--- config.mk ---
export PLATFORM = sky130hd
export DESIGN_NAME = fifo_wait_queue
export DESIGN_NICKNAME = d
export VERILOG_FILES = /design/src/hw/rtl/fwq_pkg.sv /design/src/hw/rtl/fwq_ram.sv /design/src/hw/rtl/fifo_wait_queue.sv
export SDC_FILE = /design/constraint.sdc
export NUM_CORES = 1
export LEC_CHECK = 0
export BUFFER_PORTS_ARGS = -buffer_cell sky130_fd_sc_hd__buf_2
export CORE_UTILIZATION = 41
export DETAILED_ROUTE_END_ITERATION = 8
export PLACE_DENSITY = 0.61
export SYNTH_ARGS = -nofsm -noshare
export SYNTH_HDL_FRONTEND = slang
export SYNTH_SLANG_ARGS = --single-unit
export TNS_END_PERCENT = 50
--- constraint.sdc ---
create_clock -name i_clk -period 3.42 [get_ports i_clk]
set_input_delay 0.513 -clock i_clk [delete_from_list [all_inputs] [get_ports i_clk]]
set_output_delay 0.513 -clock i_clk [all_outputs]
set_load 0.1 [all_outputs]
--- src/hw/rtl/fwq_pkg.sv ---
// shared widths, codes and defaults for the fifo wait queue
package fwq_pkg;

    localparam int DEF_MAX_THREADS = 16;

    localparam int CMD_W  = 2;
    localparam int TID_W  = 4;
    localparam int CODE_W = 16;
    localparam int STAT_W = 2;

    localparam logic [CMD_W-1:0] CMD_ADD      = 2'd0;
    localparam logic [CMD_W-1:0] CMD_REMOVE   = 2'd1;
    localparam logic [CMD_W-1:0] CMD_WAKE_ONE = 2'd2;
    localparam logic [CMD_W-1:0] CMD_WAKE_ALL = 2'd3;

    localparam logic [STAT_W-1:0] ST_OK          = 2'd0;
    localparam logic [STAT_W-1:0] ST_EMPTY       = 2'd1;
    localparam logic [STAT_W-1:0] ST_NOT_WAITING = 2'd2;
    localparam logic [STAT_W-1:0] ST_ALREADY     = 2'd3;

    localparam int DEF_LINK_W = $clog2(DEF_MAX_THREADS);

endpackage

--- src/hw/rtl/fwq_ram.sv ---
// generic single write port ram with registered read
module fwq_ram #(
    parameter int WIDTH = fwq_pkg::DEF_LINK_W,
    parameter int DEPTH = fwq_pkg::DEF_MAX_THREADS
) (
    input  logic                     i_clk,
    input  logic                     i_we,
    input  logic [$clog2(DEPTH)-1:0] i_waddr,
    input  logic [WIDTH-1:0]         i_wdata,
    input  logic                     i_re,
    input  logic [$clog2(DEPTH)-1:0] i_raddr,
    output logic [WIDTH-1:0]         o_rdata
);

    logic [WIDTH-1:0] r_mem [DEPTH];
    logic [WIDTH-1:0] r_rdata;

    always_ff @(posedge i_clk) begin
        if (i_we) begin
            r_mem[i_waddr] <= i_wdata;
        end
        if (i_re) begin
            r_rdata <= r_mem[i_raddr];
        end
    end

    assign o_rdata = r_rdata;

endmodule

--- src/hw/rtl/fifo_wait_queue.sv ---
// fifo wait queue of thread ids kept as a circular doubly linked list in link rams
//
//   channel   valid        stall        payload
//   request   i_in_valid   o_in_stall   i_command, i_thread_id, i_return_code
//   result    o_out_valid  i_out_stall  o_thread_out, o_code_out, o_status,
//                                       o_last, o_more_waiters
//
// add, remove and wake-one read the link rams, then commit in the exec state; an add to a
// queue that already holds waiters finishes its own links in a second step; wake-all
// repeats the exec state for each waiter and emits one result per waiter.
// reset empties the queue at once, link rams need no clearing.
// a result waits in the output register; the next commit holds while it is stalled.
module fifo_wait_queue #(
    parameter int MAX_THREADS = fwq_pkg::DEF_MAX_THREADS
) (
    input  logic                            i_clk,
    input  logic                            i_rst_n,
    input  logic                            i_in_valid,
    output logic                            o_in_stall,
    input  logic [fwq_pkg::CMD_W-1:0]       i_command,
    input  logic [fwq_pkg::TID_W-1:0]       i_thread_id,
    input  logic signed [fwq_pkg::CODE_W-1:0] i_return_code,
    output logic                            o_out_valid,
    input  logic                            i_out_stall,
    output logic [fwq_pkg::TID_W-1:0]       o_thread_out,
    output logic signed [fwq_pkg::CODE_W-1:0] o_code_out,
    output logic [fwq_pkg::STAT_W-1:0]      o_status,
    output logic                            o_last,
    output logic                            o_more_waiters
);

    localparam int IW = $clog2(MAX_THREADS);

    localparam logic [1:0] S_IDLE = 2'd0;
    localparam logic [1:0] S_EXEC = 2'd1;
    localparam logic [1:0] S_ADD2 = 2'd2;

    logic [1:0]                        r_state, n_state;
    logic [fwq_pkg::CMD_W-1:0]         r_cmd;
    logic [fwq_pkg::TID_W-1:0]         r_tid;
    logic signed [fwq_pkg::CODE_W-1:0] r_code;
    logic [IW-1:0]                     r_head, n_head;
    logic                              r_nonempty, n_nonempty;
    logic [MAX_THREADS-1:0]            r_wait;
    logic [IW-1:0]                     r_tail, n_tail;

    logic          nx_we, nx_re, pv_we, pv_re;
    logic [IW-1:0] nx_waddr, nx_wdata, nx_raddr, nx_rdata;
    logic [IW-1:0] pv_waddr, pv_wdata, pv_raddr, pv_rdata;
    logic          r_fwd_nx, r_fwd_pv;
    logic [IW-1:0] r_fwd_nx_data, r_fwd_pv_data;
    logic [IW-1:0] next_d, prev_d;

    logic          out_free;
    logic [IW-1:0] tid_idx, in_idx, ut;
    logic          tid_ok, is_waiting, unl_empty, do_unl;
    logic          wset, wclr;
    logic [IW-1:0] widx;

    logic                              emit, e_last;
    logic [fwq_pkg::TID_W-1:0]         e_thread;
    logic signed [fwq_pkg::CODE_W-1:0] e_code;
    logic [fwq_pkg::STAT_W-1:0]        e_status;

    logic                              r_out_valid;
    logic [fwq_pkg::TID_W-1:0]         r_out_thread;
    logic signed [fwq_pkg::CODE_W-1:0] r_out_code;
    logic [fwq_pkg::STAT_W-1:0]        r_out_status;
    logic                              r_out_last, r_out_more;

    fwq_ram #(.WIDTH(IW), .DEPTH(MAX_THREADS)) u_next_ram (
        .i_clk   (i_clk),
        .i_we    (nx_we),
        .i_waddr (nx_waddr),
        .i_wdata (nx_wdata),
        .i_re    (nx_re),
        .i_raddr (nx_raddr),
        .o_rdata (nx_rdata)
    );

    fwq_ram #(.WIDTH(IW), .DEPTH(MAX_THREADS)) u_prev_ram (
        .i_clk   (i_clk),
        .i_we    (pv_we),
        .i_waddr (pv_waddr),
        .i_wdata (pv_wdata),
        .i_re    (pv_re),
        .i_raddr (pv_raddr),
        .o_rdata (pv_rdata)
    );

    assign next_d     = r_fwd_nx ? r_fwd_nx_data : nx_rdata;
    assign prev_d     = r_fwd_pv ? r_fwd_pv_data : pv_rdata;
    assign out_free   = !r_out_valid || !i_out_stall;
    assign o_in_stall = (r_state != S_IDLE);
    assign tid_idx    = IW'(r_tid);
    assign in_idx     = IW'(i_thread_id);
    assign tid_ok     = (32'(r_tid) < MAX_THREADS);
    assign is_waiting = tid_ok && r_wait[tid_idx];
    assign ut         = (r_cmd == fwq_pkg::CMD_REMOVE) ? tid_idx : r_head;
    assign unl_empty  = (next_d == ut);

    always_comb begin
        n_state    = r_state;
        n_head     = r_head;
        n_nonempty = r_nonempty;
        n_tail     = r_tail;
        nx_we      = 1'b0;
        nx_waddr   = tid_idx;
        nx_wdata   = r_head;
        nx_re      = 1'b0;
        nx_raddr   = r_head;
        pv_we      = 1'b0;
        pv_waddr   = tid_idx;
        pv_wdata   = r_head;
        pv_re      = 1'b0;
        pv_raddr   = r_head;
        wset       = 1'b0;
        wclr       = 1'b0;
        widx       = tid_idx;
        do_unl     = 1'b0;
        emit       = 1'b0;
        e_thread   = r_tid;
        e_code     = '0;
        e_status   = fwq_pkg::ST_OK;
        e_last     = 1'b1;
        case (r_state)
            S_IDLE: begin
                if (i_in_valid) begin
                    nx_re = 1'b1;
                    pv_re = 1'b1;
                    if (i_command == fwq_pkg::CMD_REMOVE) begin
                        nx_raddr = in_idx;
                        pv_raddr = in_idx;
                    end
                    n_state = S_EXEC;
                end
            end
            S_EXEC: begin
                if (out_free) begin
                    emit    = 1'b1;
                    n_state = S_IDLE;
                    case (r_cmd)
                        fwq_pkg::CMD_ADD: begin
                            if (!tid_ok) begin
                                e_status = fwq_pkg::ST_NOT_WAITING;
                            end else if (r_wait[tid_idx]) begin
                                e_status = fwq_pkg::ST_ALREADY;
                            end else if (!r_nonempty) begin
                                nx_we      = 1'b1;
                                nx_wdata   = tid_idx;
                                pv_we      = 1'b1;
                                pv_wdata   = tid_idx;
                                n_head     = tid_idx;
                                n_nonempty = 1'b1;
                                wset       = 1'b1;
                            end else begin
                                // splice after the tail, finish own links next cycle
                                emit     = 1'b0;
                                n_tail   = prev_d;
                                nx_we    = 1'b1;
                                nx_waddr = prev_d;
                                nx_wdata = tid_idx;
                                pv_we    = 1'b1;
                                pv_waddr = r_head;
                                pv_wdata = tid_idx;
                                n_state  = S_ADD2;
                            end
                        end
                        fwq_pkg::CMD_REMOVE: begin
                            if (!r_nonempty) begin
                                e_status = fwq_pkg::ST_EMPTY;
                            end else if (!is_waiting) begin
                                e_status = fwq_pkg::ST_NOT_WAITING;
                            end else begin
                                do_unl = 1'b1;
                            end
                        end
                        default: begin
                            if (!r_nonempty) begin
                                e_thread = '0;
                                e_status = fwq_pkg::ST_EMPTY;
                            end else begin
                                do_unl   = 1'b1;
                                e_thread = fwq_pkg::TID_W'(r_head);
                                e_code   = r_code;
                                e_last   = (r_cmd == fwq_pkg::CMD_WAKE_ONE) || unl_empty;
                                if (r_cmd == fwq_pkg::CMD_WAKE_ALL && !unl_empty) begin
                                    // fetch links of the new head
                                    nx_re    = 1'b1;
                                    nx_raddr = next_d;
                                    pv_re    = 1'b1;
                                    pv_raddr = next_d;
                                    n_state  = S_EXEC;
                                end
                            end
                        end
                    endcase
                end
            end
            S_ADD2: begin
                if (out_free) begin
                    nx_we    = 1'b1;
                    nx_waddr = tid_idx;
                    nx_wdata = r_head;
                    pv_we    = 1'b1;
                    pv_waddr = tid_idx;
                    pv_wdata = r_tail;
                    wset     = 1'b1;
                    emit     = 1'b1;
                    n_state  = S_IDLE;
                end
            end
            default: begin
                n_state = S_IDLE;
            end
        endcase
        if (do_unl) begin
            wclr = 1'b1;
            widx = ut;
            if (unl_empty) begin
                n_nonempty = 1'b0;
                n_head     = '0;
            end else begin
                if (ut == r_head) begin
                    n_head = next_d;
                end
                pv_we    = 1'b1;
                pv_waddr = next_d;
                pv_wdata = prev_d;
                nx_we    = 1'b1;
                nx_waddr = prev_d;
                nx_wdata = next_d;
            end
        end
    end

    always_ff @(posedge i_clk) begin
        if (!i_rst_n) begin
            r_state     <= S_IDLE;
            r_head      <= '0;
            r_nonempty  <= 1'b0;
            r_wait      <= '0;
            r_out_valid <= 1'b0;
        end else begin
            r_state    <= n_state;
            r_head     <= n_head;
            r_nonempty <= n_nonempty;
            if (wset) begin
                r_wait[widx] <= 1'b1;
            end else if (wclr) begin
                r_wait[widx] <= 1'b0;
            end
            if (emit) begin
                r_out_valid <= 1'b1;
            end else if (!i_out_stall) begin
                r_out_valid <= 1'b0;
            end
        end
    end

    always_ff @(posedge i_clk) begin
        r_tail <= n_tail;
        if (r_state == S_IDLE && i_in_valid) begin
            r_cmd  <= i_command;
            r_tid  <= i_thread_id;
            r_code <= i_return_code;
        end
        // bypass a write that lands on the entry being read
        if (nx_re) begin
            r_fwd_nx      <= nx_we && (nx_waddr == nx_raddr);
            r_fwd_nx_data <= nx_wdata;
        end
        if (pv_re) begin
            r_fwd_pv      <= pv_we && (pv_waddr == pv_raddr);
            r_fwd_pv_data <= pv_wdata;
        end
        if (emit) begin
            r_out_thread <= e_thread;
            r_out_code   <= e_code;
            r_out_status <= e_status;
            r_out_last   <= e_last;
            r_out_more   <= n_nonempty;
        end
    end

    assign o_out_valid    = r_out_valid;
    assign o_thread_out   = r_out_thread;
    assign o_code_out     = r_out_code;
    assign o_status       = r_out_status;
    assign o_last         = r_out_last;
    assign o_more_waiters = r_out_more;

endmodule
==> flow_summary.json <==
{
  "crit_arrival_ps": 3500,
  "end_kind": "flop",
  "min_path_cells": 1,
  "hold_slack_ps": 155,
  "start_util_pct": 42.1,
  "grt_pass1_wl_um": 38500,
  "grt_pass1_vias": 6691,
  "reg2reg_slack_ps": 140,
  "wl_met1_um": 11200,
  "cts_sinks": 220,
  "internal-power_uw": 4720,
  "die_h_um": 161,
  "synthFlopType": "edfxtp_1",
  "ios": 52,
  "antenna_found_initial": 0,
  "dpl.hpwl_um": 16400,
  "gp_congestion": 0.850,
  "drc": 0,
  "grt.total_usage_pct": 19.1,
  "wl_met3_um": 1220,
  "synth_edf_count": 196,
  "rows": 57,
  "post_drt_wl_per_cell_um": 19.5,
  "power.switching_uw": 1630,
  "cts_tree": "done",
  "synth_area_um2": 10300,
  "antenna_left": 0,
  "vdd_drop_max_mv": 0.348,
  "grt_max_degree": 51,
  "tightest_slew_ps": 892,
  "nets": 938,
  "ys_warn_count": 0,
  "num-fill-cells": 2154,
  "clock-root-buffer": "clkbuf_16",
  "p_comb_share_pct": 13.0,
  "max_freq_mhz": 305,
  "grt_overflow": 0,
  "maxUsedRoutingLayer": "met4",
  "syn_avg_cell_area_um2": 12.9,
  "leakage_uw": 0.00449,
  "hp-class": "in2reg",
  "crit_path_max_fanout": 7,
  "crit_top_cell": "buf_4",
  "cts_buffers": 25,
  "critical_path_class": "reg2reg",
  "required_ps": 3640,
  "area_delta_synth_final_pct": 19.2,
  "place_area_um2": 11300,
  "hold_viol": 0,
  "finalSetupViolCount": 0,
  "slowest_stage": "mux4_2",
  "drt_first_pass_iters": 5,
  "clock_latency_ps": 540,
  "status": "completed",
  "worstPathCellList": "buf_4 > mux4_2 > a22o_2 > buf_4 > nor3_4 > buf_4 > mux2i_1 > mux2_2 > nand2b_1 > nor2_2",
  "critical-path-top-delay-family": "simple AND/OR/NAND/NOR gates",
  "rsz0062_at_grt": "true",
  "viasPerCell": 5.47,
  "fin_crit_sh_pct": 95.8,
  "startpoint_type": "flop",
  "maxSlewViolCount": 0,
  "clk_pin_slew_worst_paths_ps": 60,
  "critical_path_buf_inv_count": 3,
  "wl_um": 24400,
  "die_width_um": 161,
  "finClkSkew_ps": 15.7,
  "drtIter0Drc": 506,
  "r2r-end": "u_prev_ram.r_mem[10][3]",
  "total_power_uw": 6350,
  "syn_inst": 801,
  "synth-seq-area-share_pct": 61.6,
  "power_density_nw_per_um2": 516,
  "p_seq_share_pct": 47.6,
  "slew_headroom_pct": 40.4,
  "cts_max_level": 1,
  "synthArstFlopShare_pct": 0,
  "swShare_pct": 25.7,
  "dieArea_um2": 25800,
  "antenna_cells": 0,
  "port_buffers": 51,
  "ff2ff_path_depth": 10,
  "layout.cell_area.non_filler_um2": 12300,
  "drive_gt1_share_pct": 30.6,
  "clockPowerShare_pct": 39.4,
  "met2_length_um": 11400,
  "rr_startpoint": "r_tid[0]",
  "cp_slowest_stage_delay_ps": 500,
  "synth.distinct_cells": 62,
  "core_um2": 24500,
  "synth_nets": 830,
  "worstHoldStart": "i_return_code[14]",
  "layout_min_cycle_time_ps": 3280,
  "synth_seq_cells": 220,
  "holdPathEnd": "r_code[14]",
  "cap_violations": 0,
  "clk_path_buf_depth": 3,
  "vias": 6846
}
## synth_stat cells (2+ instances only)
cell type  instances  area, um2
a211oi_1           2       15.0
a21oi_4            2       32.5
clkbuf_1          27        101
o211ai_2           6       75.1
o211ai_1          91        683
a22oi_1            4       30.0
o22a_1             4       35.0
xnor2_1           11       96.3
dfxtp_1           24        480
a21oi_1           16       80.1
mux2_2            43        484
a31oi_1            3       18.8
inv_1             43        161
mux2i_1           43        430
buf_6             10        113
nor3_2             2       20.0
a21o_1             6       45.0
or3_1              4       25.0
buf_4              3       22.5
and3_1            20        125
buf_1              2       7.51
o21ai_0           13       65.1
nand2_1           34        128
nor3_1            13       65.1
nand2b_1          11       68.8
nor3b_1            2       15.0
nor2b_1            6       37.5
a31oi_2            2       25.0
edfxtp_1         196       5890
buf_2             13       65.1
nand4_1            8       50.1
ha_1               3       37.5
a22o_1             5       43.8
mux4_2             4       90.1
nand3_1           14       70.1
nor2_1            75        282
and2_1             6       37.5
xor2_1             5       43.8
nor4_1             2       12.5
## power by group through the flow
stage	logic, uW	registers [uW]	clock network (uW)
floorplan	500	3120	0
global placement	787	3080	0
detailed placement	792	3080	0
CTS	798	3030	2560
global route	888	3030	2650
finish	824	3030	2500
## worst max path at each step
stage / from / end / slack, ps / cells after the start
final: r_tid[0] / u_prev_ram.r_mem[10][3] / 140 / 10
after global routing: r_tid[0] / u_prev_ram.r_mem[13][2] / -3 / 10
after CTS: r_cmd[0] / u_next_ram.r_mem[4][3] / -40 / 9
after detailed placement: r_tid[1] / u_prev_ram.r_mem[13][3] / -140 / 9
after global placement: r_tid[0] / u_prev_ram.r_mem[15][0] / 10 / 10
after floorplan: r_tid[0] / r_fwd_pv_data[1] / 4 / 11
## through the flow
stage,setup slack (ps),cells,util (%),TNS [ps]
after floorplan,4.30,801,-,0
after global placement,13.7,1204,46.2,0
after detailed placement,-136,1204,46.2,-3140
after CTS,-38.6,1250,49.5,-340
after global routing,-3.47,1252,50.2,-16.1
final,143,1252,50.2,0
## sequential cells by signal, indices dropped and copies added (netlist names), 4 cells and up, named ones only
register            cells
o_code_out             16
o_thread_out            4
r_code                 16
r_fwd_nx_data           4
r_fwd_pv_data           4
r_head                  4
r_tail                  4
r_tid                   4
u_next_ram.o_rdata      4
u_next_ram.r_mem       64
u_prev_ram.o_rdata      4
u_prev_ram.r_mem       64
## cells in the final DEF (no fill, tap or decap), types with 10 or more instances in the layout
master     synthesis  final
o21ai_0           13     10
mux2_2            43     43
clkbuf_16          0     25
nor3_1            13     12
nor2_1            75     52
buf_4              3     81
mux2i_1           43     40
inv_1             43     43
dfxtp_1           24     24
buf_2             13     51
nor2_2             0     21
xnor2_1           11     11
o211ai_1          91     91
nand2_1           34     32
a21oi_1           16     15
and3_1            20     20
edfxtp_1         196    196
## repair_timing
| item | in CTS | in global routing |
|---|---|---|
| endpoints found under the setup margin | 57 | 138 |
| resized for setup | 7 | 46 |
| buffers inserted | 0 | 2 |
| hold buffers | 0 | 0 |
| pin swaps | 0 | 5 |
## per-layer routing
metal / up-vias / track usage [%]
met2: 195 / 30.9
met3: 44 / 2.69
met1: 3354 / 27.0
met4: 0 / 5.32
met5: - / 0
li1: 3253 / -
## logic make-up after synthesis
family | Yosys count | synth area share (%)
AO/OA/AOI/OAI | 170 | 12.6
XOR/XNOR | 16 | 1.36
adder cells (fa/ha/maj) | 3 | 0.363
buffers and inverters | 98 | 4.55
flip-flops | 220 | 61.6
multiplexers | 91 | 9.83
AND/OR/NAND/NOR | 203 | 9.69
## area by class of cell
cell class                 count  area (um2)  area share [%]
clock buffer                  29         641            5.20
tap                          324         405            3.29
clock inverter                17         129            1.05
sequential                   220        6370            51.7
timing repair buffer         136         926            7.52
multi-input combinational    483        3690            29.9
inverter                      43         161            1.31
Note: power is estimated with default switching activity, not from simulation.
